--- src/design/hfbp_pkg.sv ---
// Shared constants, configuration and result types for the header framed byte parser.
package hfbp_pkg;

    localparam int FRAME_BYTES = 10;
    localparam int FILL_W      = $clog2(FRAME_BYTES + 1);
    localparam int PUBLISH_MIN = 5;

    localparam int CFG_IDX_W  = 2;
    localparam int CFG_DATA_W = 8;

    localparam logic [CFG_IDX_W-1:0] REG_FIRST_HEADER  = 2'd0;
    localparam logic [CFG_IDX_W-1:0] REG_SECOND_HEADER = 2'd1;
    localparam logic [CFG_IDX_W-1:0] REG_END_MARKER    = 2'd2;

    localparam logic [7:0] FIRST_HEADER_RST  = 8'h2C;
    localparam logic [7:0] SECOND_HEADER_RST = 8'h12;
    localparam logic [7:0] END_MARKER_RST    = 8'h5B;

    localparam int TDATA_W = 48;

    typedef struct packed {
        logic [7:0] first_header;
        logic [7:0] second_header;
        logic [7:0] end_marker;
    } t_cfg;

    typedef struct packed {
        logic [15:0] frame_total;
        logic [7:0]  extra_value;
        logic [7:0]  found_mark;
        logic [7:0]  pos_y;
        logic [7:0]  pos_x;
        logic        frame_done;
    } t_result;

endpackage

--- src/design/hfbp_parser.sv ---
// Frame hunt and collect state machine with held publish values and frame counter.
module hfbp_parser
    import hfbp_pkg::*;
(
    input  logic       i_clk,
    input  logic       i_rst_n,
    input  t_cfg       i_cfg,
    input  logic       i_step,
    input  logic [7:0] i_byte,
    output t_result    o_res
);

    typedef enum logic [1:0] {
        PH_HUNT    = 2'd0,
        PH_EXPECT  = 2'd1,
        PH_COLLECT = 2'd2,
        PH_REARM   = 2'd3
    } t_phase;

    t_phase            r_phase, n_phase;
    logic [FILL_W-1:0] r_fill, n_fill;
    // last four stored bytes, newest at index 0
    logic [7:0]        r_hist [4];
    logic [7:0]        n_hist [4];
    logic [7:0]        r_held_x, r_held_y, r_held_found, r_held_extra;
    logic [7:0]        n_held_x, n_held_y, n_held_found, n_held_extra;
    logic [15:0]       r_total, n_total;
    logic              n_done;
    logic              w_room;
    logic [FILL_W-1:0] w_fill_inc;

    assign w_room     = (r_fill < FILL_W'(FRAME_BYTES));
    assign w_fill_inc = r_fill + FILL_W'(1);

    always_comb begin
        n_phase      = r_phase;
        n_fill       = r_fill;
        n_hist       = r_hist;
        n_held_x     = r_held_x;
        n_held_y     = r_held_y;
        n_held_found = r_held_found;
        n_held_extra = r_held_extra;
        n_total      = r_total;
        n_done       = 1'b0;
        case (r_phase)
            PH_HUNT: begin
                if (i_byte == i_cfg.first_header) begin
                    n_fill    = FILL_W'(1);
                    n_hist[0] = i_byte;
                    n_hist[1] = r_hist[0];
                    n_hist[2] = r_hist[1];
                    n_hist[3] = r_hist[2];
                    n_phase   = PH_EXPECT;
                end else begin
                    n_fill  = '0;
                    n_phase = PH_HUNT;
                end
            end
            PH_EXPECT: begin
                if (i_byte == i_cfg.second_header) begin
                    if (w_room) begin
                        n_fill    = w_fill_inc;
                        n_hist[0] = i_byte;
                        n_hist[1] = r_hist[0];
                        n_hist[2] = r_hist[1];
                        n_hist[3] = r_hist[2];
                    end
                    n_phase = PH_COLLECT;
                end else begin
                    n_fill  = '0;
                    n_phase = PH_HUNT;
                end
            end
            PH_COLLECT: begin
                if (w_room) begin
                    n_fill    = w_fill_inc;
                    n_hist[0] = i_byte;
                    n_hist[1] = r_hist[0];
                    n_hist[2] = r_hist[1];
                    n_hist[3] = r_hist[2];
                end
                if (n_fill >= FILL_W'(FRAME_BYTES) || i_byte == i_cfg.end_marker) begin
                    n_phase = PH_REARM;
                    // short frames end without publishing
                    if (n_fill >= FILL_W'(PUBLISH_MIN)) begin
                        n_held_x     = r_hist[3];
                        n_held_y     = r_hist[2];
                        n_held_found = r_hist[1];
                        n_held_extra = r_hist[0];
                        n_total      = r_total + 16'd1;
                        n_done       = 1'b1;
                    end
                end
            end
            default: begin
                n_fill  = '0;
                n_phase = PH_HUNT;
            end
        endcase
    end

    always_ff @(posedge i_clk) begin
        if (!i_rst_n) begin
            r_phase      <= PH_HUNT;
            r_fill       <= '0;
            r_held_x     <= '0;
            r_held_y     <= '0;
            r_held_found <= '0;
            r_held_extra <= '0;
            r_total      <= '0;
        end else if (i_step) begin
            r_phase      <= n_phase;
            r_fill       <= n_fill;
            r_held_x     <= n_held_x;
            r_held_y     <= n_held_y;
            r_held_found <= n_held_found;
            r_held_extra <= n_held_extra;
            r_total      <= n_total;
        end
    end

    always_ff @(posedge i_clk) begin
        if (i_step) begin
            r_hist <= n_hist;
        end
    end

    assign o_res.frame_total = n_total;
    assign o_res.extra_value = n_held_extra;
    assign o_res.found_mark  = n_held_found;
    assign o_res.pos_y       = n_held_y;
    assign o_res.pos_x       = n_held_x;
    assign o_res.frame_done  = n_done;

`ifndef SYNTH
    a_fill_bound: assert property (@(posedge i_clk) disable iff (!i_rst_n)
        r_fill <= FILL_W'(FRAME_BYTES))
        else $error("fill count past frame size");

    a_done_rearms: assert property (@(posedge i_clk) disable iff (!i_rst_n)
        i_step && o_res.frame_done |=> r_phase == PH_REARM)
        else $error("published frame did not enter rearm");

    a_rearm_hunt: assert property (@(posedge i_clk) disable iff (!i_rst_n)
        i_step && r_phase == PH_REARM |=> r_phase == PH_HUNT && r_fill == '0)
        else $error("rearm byte did not restart the hunt");

    a_total_hold: assert property (@(posedge i_clk) disable iff (!i_rst_n)
        i_step && !o_res.frame_done |=> $stable(r_total))
        else $error("frame counter moved without a published frame");

    a_done_min: assert property (@(posedge i_clk) disable iff (!i_rst_n)
        i_step && o_res.frame_done |-> r_phase == PH_COLLECT
            && r_fill >= FILL_W'(PUBLISH_MIN - 1))
        else $error("publish from a short frame");
`endif

endmodule

--- src/design/header_framed_byte_parser.sv ---
// Top level: stream handshake, configuration registers and result register of the parser.
// Usage:
//   Slave stream (i_s_*) carries one received serial byte per item in tdata.
//   Master stream (o_m_*) returns exactly one result item per input item: the
//   last published coordinate bytes and frame count in tdata, and in tuser a
//   flag set when that byte completed and published a frame.
//   Configuration: write i_cfg_data to register i_cfg_idx while i_cfg_we is
//   high (0 first header, 1 second header, 2 end marker); other indexes are
//   ignored. Write only while no item is in flight.
//   A result passes through the input register, then the result register, and
//   is valid once the result register has taken it; a receiver stall can hold
//   it in the input register. Throughput: one item per cycle while the receiver
//   does not stall, with the parser's combinational step between the two registers.
//   Reset (i_rst_n low, synchronous): headers and end marker return to their
//   defaults, the parser hunts for the first header, held bytes and frame
//   count are zero, and both register stages are empty.
//   Receiver stall: the result register holds its item and the input register
//   still takes one more item; then o_s_tready drops until the stall clears.
module header_framed_byte_parser
    import hfbp_pkg::*;
(
    input  logic                  i_clk,
    input  logic                  i_rst_n,
    input  logic                  i_s_tvalid,
    output logic                  o_s_tready,
    input  logic [7:0]            i_s_tdata,   // [7:0] rx_byte
    output logic                  o_m_tvalid,
    input  logic                  i_m_tready,
    // [7:0] pos_x, [15:8] pos_y, [23:16] found_mark, [31:24] extra_value,
    // [47:32] frame_total
    output logic [TDATA_W-1:0]    o_m_tdata,
    output logic                  o_m_tuser,   // [0] frame_done
    input  logic                  i_cfg_we,
    input  logic [CFG_IDX_W-1:0]  i_cfg_idx,
    input  logic [CFG_DATA_W-1:0] i_cfg_data
);

    t_cfg       r_cfg;
    logic       r_in_valid;
    logic [7:0] r_in_byte;
    logic       r_out_valid;
    t_result    r_out;
    t_result    w_res;
    logic       w_adv;
    logic       w_step;

    always_ff @(posedge i_clk) begin
        if (!i_rst_n) begin
            r_cfg.first_header  <= FIRST_HEADER_RST;
            r_cfg.second_header <= SECOND_HEADER_RST;
            r_cfg.end_marker    <= END_MARKER_RST;
        end else if (i_cfg_we) begin
            case (i_cfg_idx)
                REG_FIRST_HEADER:  r_cfg.first_header  <= i_cfg_data;
                REG_SECOND_HEADER: r_cfg.second_header <= i_cfg_data;
                REG_END_MARKER:    r_cfg.end_marker    <= i_cfg_data;
                default: ;
            endcase
        end
    end

    assign w_adv      = !r_out_valid || i_m_tready;
    assign w_step     = r_in_valid && w_adv;
    assign o_s_tready = !r_in_valid || w_adv;

    always_ff @(posedge i_clk) begin
        if (!i_rst_n) begin
            r_in_valid <= 1'b0;
        end else if (i_s_tvalid && o_s_tready) begin
            r_in_valid <= 1'b1;
        end else if (w_adv) begin
            r_in_valid <= 1'b0;
        end
    end

    always_ff @(posedge i_clk) begin
        if (i_s_tvalid && o_s_tready) begin
            r_in_byte <= i_s_tdata;
        end
    end

    hfbp_parser u_parser (
        .i_clk   (i_clk),
        .i_rst_n (i_rst_n),
        .i_cfg   (r_cfg),
        .i_step  (w_step),
        .i_byte  (r_in_byte),
        .o_res   (w_res)
    );

    always_ff @(posedge i_clk) begin
        if (!i_rst_n) begin
            r_out_valid <= 1'b0;
        end else if (w_step) begin
            r_out_valid <= 1'b1;
        end else if (i_m_tready) begin
            r_out_valid <= 1'b0;
        end
    end

    always_ff @(posedge i_clk) begin
        if (w_step) begin
            r_out <= w_res;
        end
    end

    assign o_m_tvalid = r_out_valid;
    assign o_m_tdata  = {r_out.frame_total, r_out.extra_value, r_out.found_mark,
                         r_out.pos_y, r_out.pos_x};
    assign o_m_tuser  = r_out.frame_done;

endmodule
--- config.mk ---
export PLATFORM = sky130hd
export DESIGN_NAME = header_framed_byte_parser
export DESIGN_NICKNAME = d
export VERILOG_FILES = /design/src/design/hfbp_pkg.sv /design/src/design/hfbp_parser.sv /design/src/design/header_framed_byte_parser.sv
export SDC_FILE = /design/constraint.sdc
export NUM_CORES = 1
export LEC_CHECK = 0
export BUFFER_PORTS_ARGS = -buffer_cell sky130_fd_sc_hd__buf_2
export CAP_MARGIN = 20
export CELL_PAD_IN_SITES_DETAIL_PLACEMENT = 1
export CELL_PAD_IN_SITES_GLOBAL_PLACEMENT = 1
export CORE_MARGIN = 10
export CORE_UTILIZATION = 45
export DETAILED_ROUTE_END_ITERATION = 8
export GPL_TIMING_DRIVEN = 0
export PLACE_DENSITY = 0.87
export SYNTH_ARGS = -nofsm -noshare
export SYNTH_HDL_FRONTEND = slang
export SYNTH_SLANG_ARGS = --single-unit
--- constraint.sdc ---
create_clock -name i_clk -period 8.6 [get_ports i_clk]
set_input_delay 1.72 -clock i_clk [delete_from_list [all_inputs] [get_ports i_clk]]
set_output_delay 1.72 -clock i_clk [all_outputs]
set_load 0.03 [all_outputs]
==> flow_summary.json <==
{
  "routabilityCongestion": 0.8626,
  "max_freq_mhz": 248.1,
  "insertedDiodeCount": 0,
  "grt_pass1_wl_um": 29880,
  "grt_pass1_vias": 5596,
  "post-dp-hpwl_um": 12620,
  "ys_async_sr_fraction_pct": 0,
  "cts.sinks": 169,
  "antenna_found_initial": 0,
  "slew_violations": 0,
  "cts_tree": "built",
  "syn_inst": 601,
  "peakVddDrop_mv": 0.1453,
  "synth_top_cell_area_share_pct": 36.89,
  "syn_nets": 630,
  "die-area_sq_mm": 0.02157,
  "path_clk_slew_ps": 60,
  "yosys-top-cells-count": "nand2_1, edfxtp_1, dfxtp_1, mux2i_1, mux2_2",
  "fp.dieW_um": 146.9,
  "track_usage_pct": 17.40,
  "cp_data_required_time_ps": 6880,
  "portBuffers": 72,
  "start_util_pct": 45.77,
  "syn_area_per_cell_sq_um": 12.05,
  "powerDensity_mw_per_mm2": 208.4,
  "io_pins": 74,
  "drive_gt1_share_pct": 23.51,
  "cts_resized": 0,
  "cts_inserted_buffers": 17,
  "yosysTopAreaCell": "edfxtp_1",
  "cts_max_path_buffers": 2,
  "cts_setup_buffers": 0,
  "vias": 4962,
  "p_leak_nw": 3.174,
  "hp-class": "reg -> reg",
  "fin_skew_ps": 8.752,
  "drc_errors": 0,
  "core-area_sq_mm": 0.01583,
  "grt_max_degree": 34,
  "root_buffer": "clkbuf_16",
  "drt-pass1-iter-count": 4,
  "worstSetupPathType": "in -> out",
  "gr-total-overflow": 0,
  "rrSetupSlack_ps": 5830,
  "synth_seq_cells": 169,
  "period_needed_ps": 4031,
  "preCtsSetupSlack_ps": 4549,
  "cp_max_fo": 4,
  "vias_per_cell": 5.382,
  "yosysWarnings": 0,
  "clkLatencyLatePin_ps": 440,
  "rsz0062_at_grt": "false",
  "cap_violations": 0,
  "hold_viol_final": 0,
  "yosysUniqueCellTypes": 51,
  "fin_nets": 722,
  "drtIter0Drc": 241,
  "end_kind": "output port",
  "finalWirelength_um": 18320,
  "outcome": "complete, no violations",
  "synth_area_sq_mm": 0.007244,
  "post-route-period-util_pct": 46.87,
  "wl_per_cell_um": 19.87,
  "synthFlopType": "edfxtp_1",
  "cp-start-kind": "primary input",
  "worst_pin_slew_ps": 960.0,
  "synthTopCellsByArea": "edfxtp_1, dfxtp_1, mux2i_1",
  "setup_viol": 0,
  "synth-edff-count": 89,
  "ant_nets": 0,
  "fin_tns_setup_ps": 0,
  "ys_seq_area_share_pct": 59.00,
  "fill_cells": 1658,
  "areaGrowthSynthToFinish_pct": 17.75,
  "worstPathArrival_ps": 2310,
  "max-slew-margin-rel_pct": 36.00,
  "num_rows": 46,
  "die_h_um": 146.9,
  "synthMostInstantiatedCell": "nand2_1",
  "cts-hold-fix-buffers": 0,
  "htreeDepth": 4,
  "finalWorstSetupSlack_ps": 4569
}
[metrics by stage]
step | area [sq um] | instances | hold WS, ps | power [mW] | util, %
finish | 8531 | 922 | 464.5 | 1.778 | 53.90
global route | 8531 | 922 | 484.4 | 1.831 | 53.90
CTS | 8531 | 922 | 463.7 | 1.787 | 53.90
detailed placement | 7905 | 890 | 454.0 | 0.9781 | 49.94
global placement | 7875 | 889 | 439.1 | 0.9717 | 49.75
floorplan | 7244 | 601 | 432.2 | 0.9442 | -
[flip-flops by register name (all words and copies together), names as in the netlist, 8 cells and up]
name	cells
r_cfg	24
u_parser.r_held_found	8
r_in_byte	8
u_parser.r_hist	32
u_parser.r_held_extra	8
o_m_tdata	48
u_parser.r_held_y	8
u_parser.r_total	16
u_parser.r_held_x	8
[area by class of cell]
type	instances	area [sq um]	area share [%]
Tap cell	216	270.3	3.168
Sequential cell	169	4274	50.10
Buffer	37	196.4	2.303
Inverter	6	22.52	0.2640
Clock inverter	14	196.4	2.303
Multi-Input combinational cell	389	2754	32.28
Clock buffer	18	429.2	5.031
Timing Repair Buffer	73	387.9	4.547
[placed cells by master, fill, tap and decap left out, types with 4 or more instances in the layout]
cell         n
bufinv_16    4
nand2b_1    14
dfxtp_1     80
nor4_2      10
clkbuf_16   17
nor2b_1     14
mux2i_1     58
o311ai_0     4
clkbuf_1    21
buf_2       78
mux2_2      33
buf_6        5
and3_1       4
edfxtp_1    89
xor2_1      31
ha_1         6
xnor2_1      9
o41ai_1      4
nand3b_1     4
nor4_1       6
nand3_1     17
nand2_1    113
inv_1        6
nor3_1      14
nand4_1      7
[power by group]
part | internal (mW) | switching [mW] | total (mW)
Combinational | 0.0272 | 0.0615 | 0.0887
Sequential | 0.862 | 0.00948 | 0.871
Clock | 0.489 | 0.329 | 0.818
[per-layer routing]
layer / up-vias / part of all wire, % / global-route usage [%]
li1: 2324 / - / -
met1: 2467 / 41 / 19.08
met2: 134 / 52 / 30.75
met3: 37 / 4.8 / 4.760
met4: 0 / 2.6 / 7.708
met5: - / 0 / 0
[worst paths after layout]
kind,from,end,depth (start not counted)
min,u_parser.r_held_y[3],u_parser.r_held_y[3],2
max reg2reg,o_m_tvalid,u_parser.r_total[8],7
min reg2reg,u_parser.r_held_y[3],u_parser.r_held_y[3],2
max,i_m_tready,o_s_tready,4
[critical path: stages]
cell     delay, ps
buf_2           90
nor2b_1        200
nand2_1        110
buf_2          190
[kinds of logic (layout without fill, tap and decap cells)]
family	count (synthesis)	count (layout)	synth area share, %
AO/OA/AOI/OAI	36	36	3.799
buffers and inverters	43	148	3.005
XOR/XNOR	40	40	4.836
multiplexers	91	91	13.14
flip-flops	169	169	59.00
adder cells (fa/ha/maj)	6	6	1.036
AND/OR/NAND/NOR	216	216	15.18
Power figures use the tool's default switching activity.
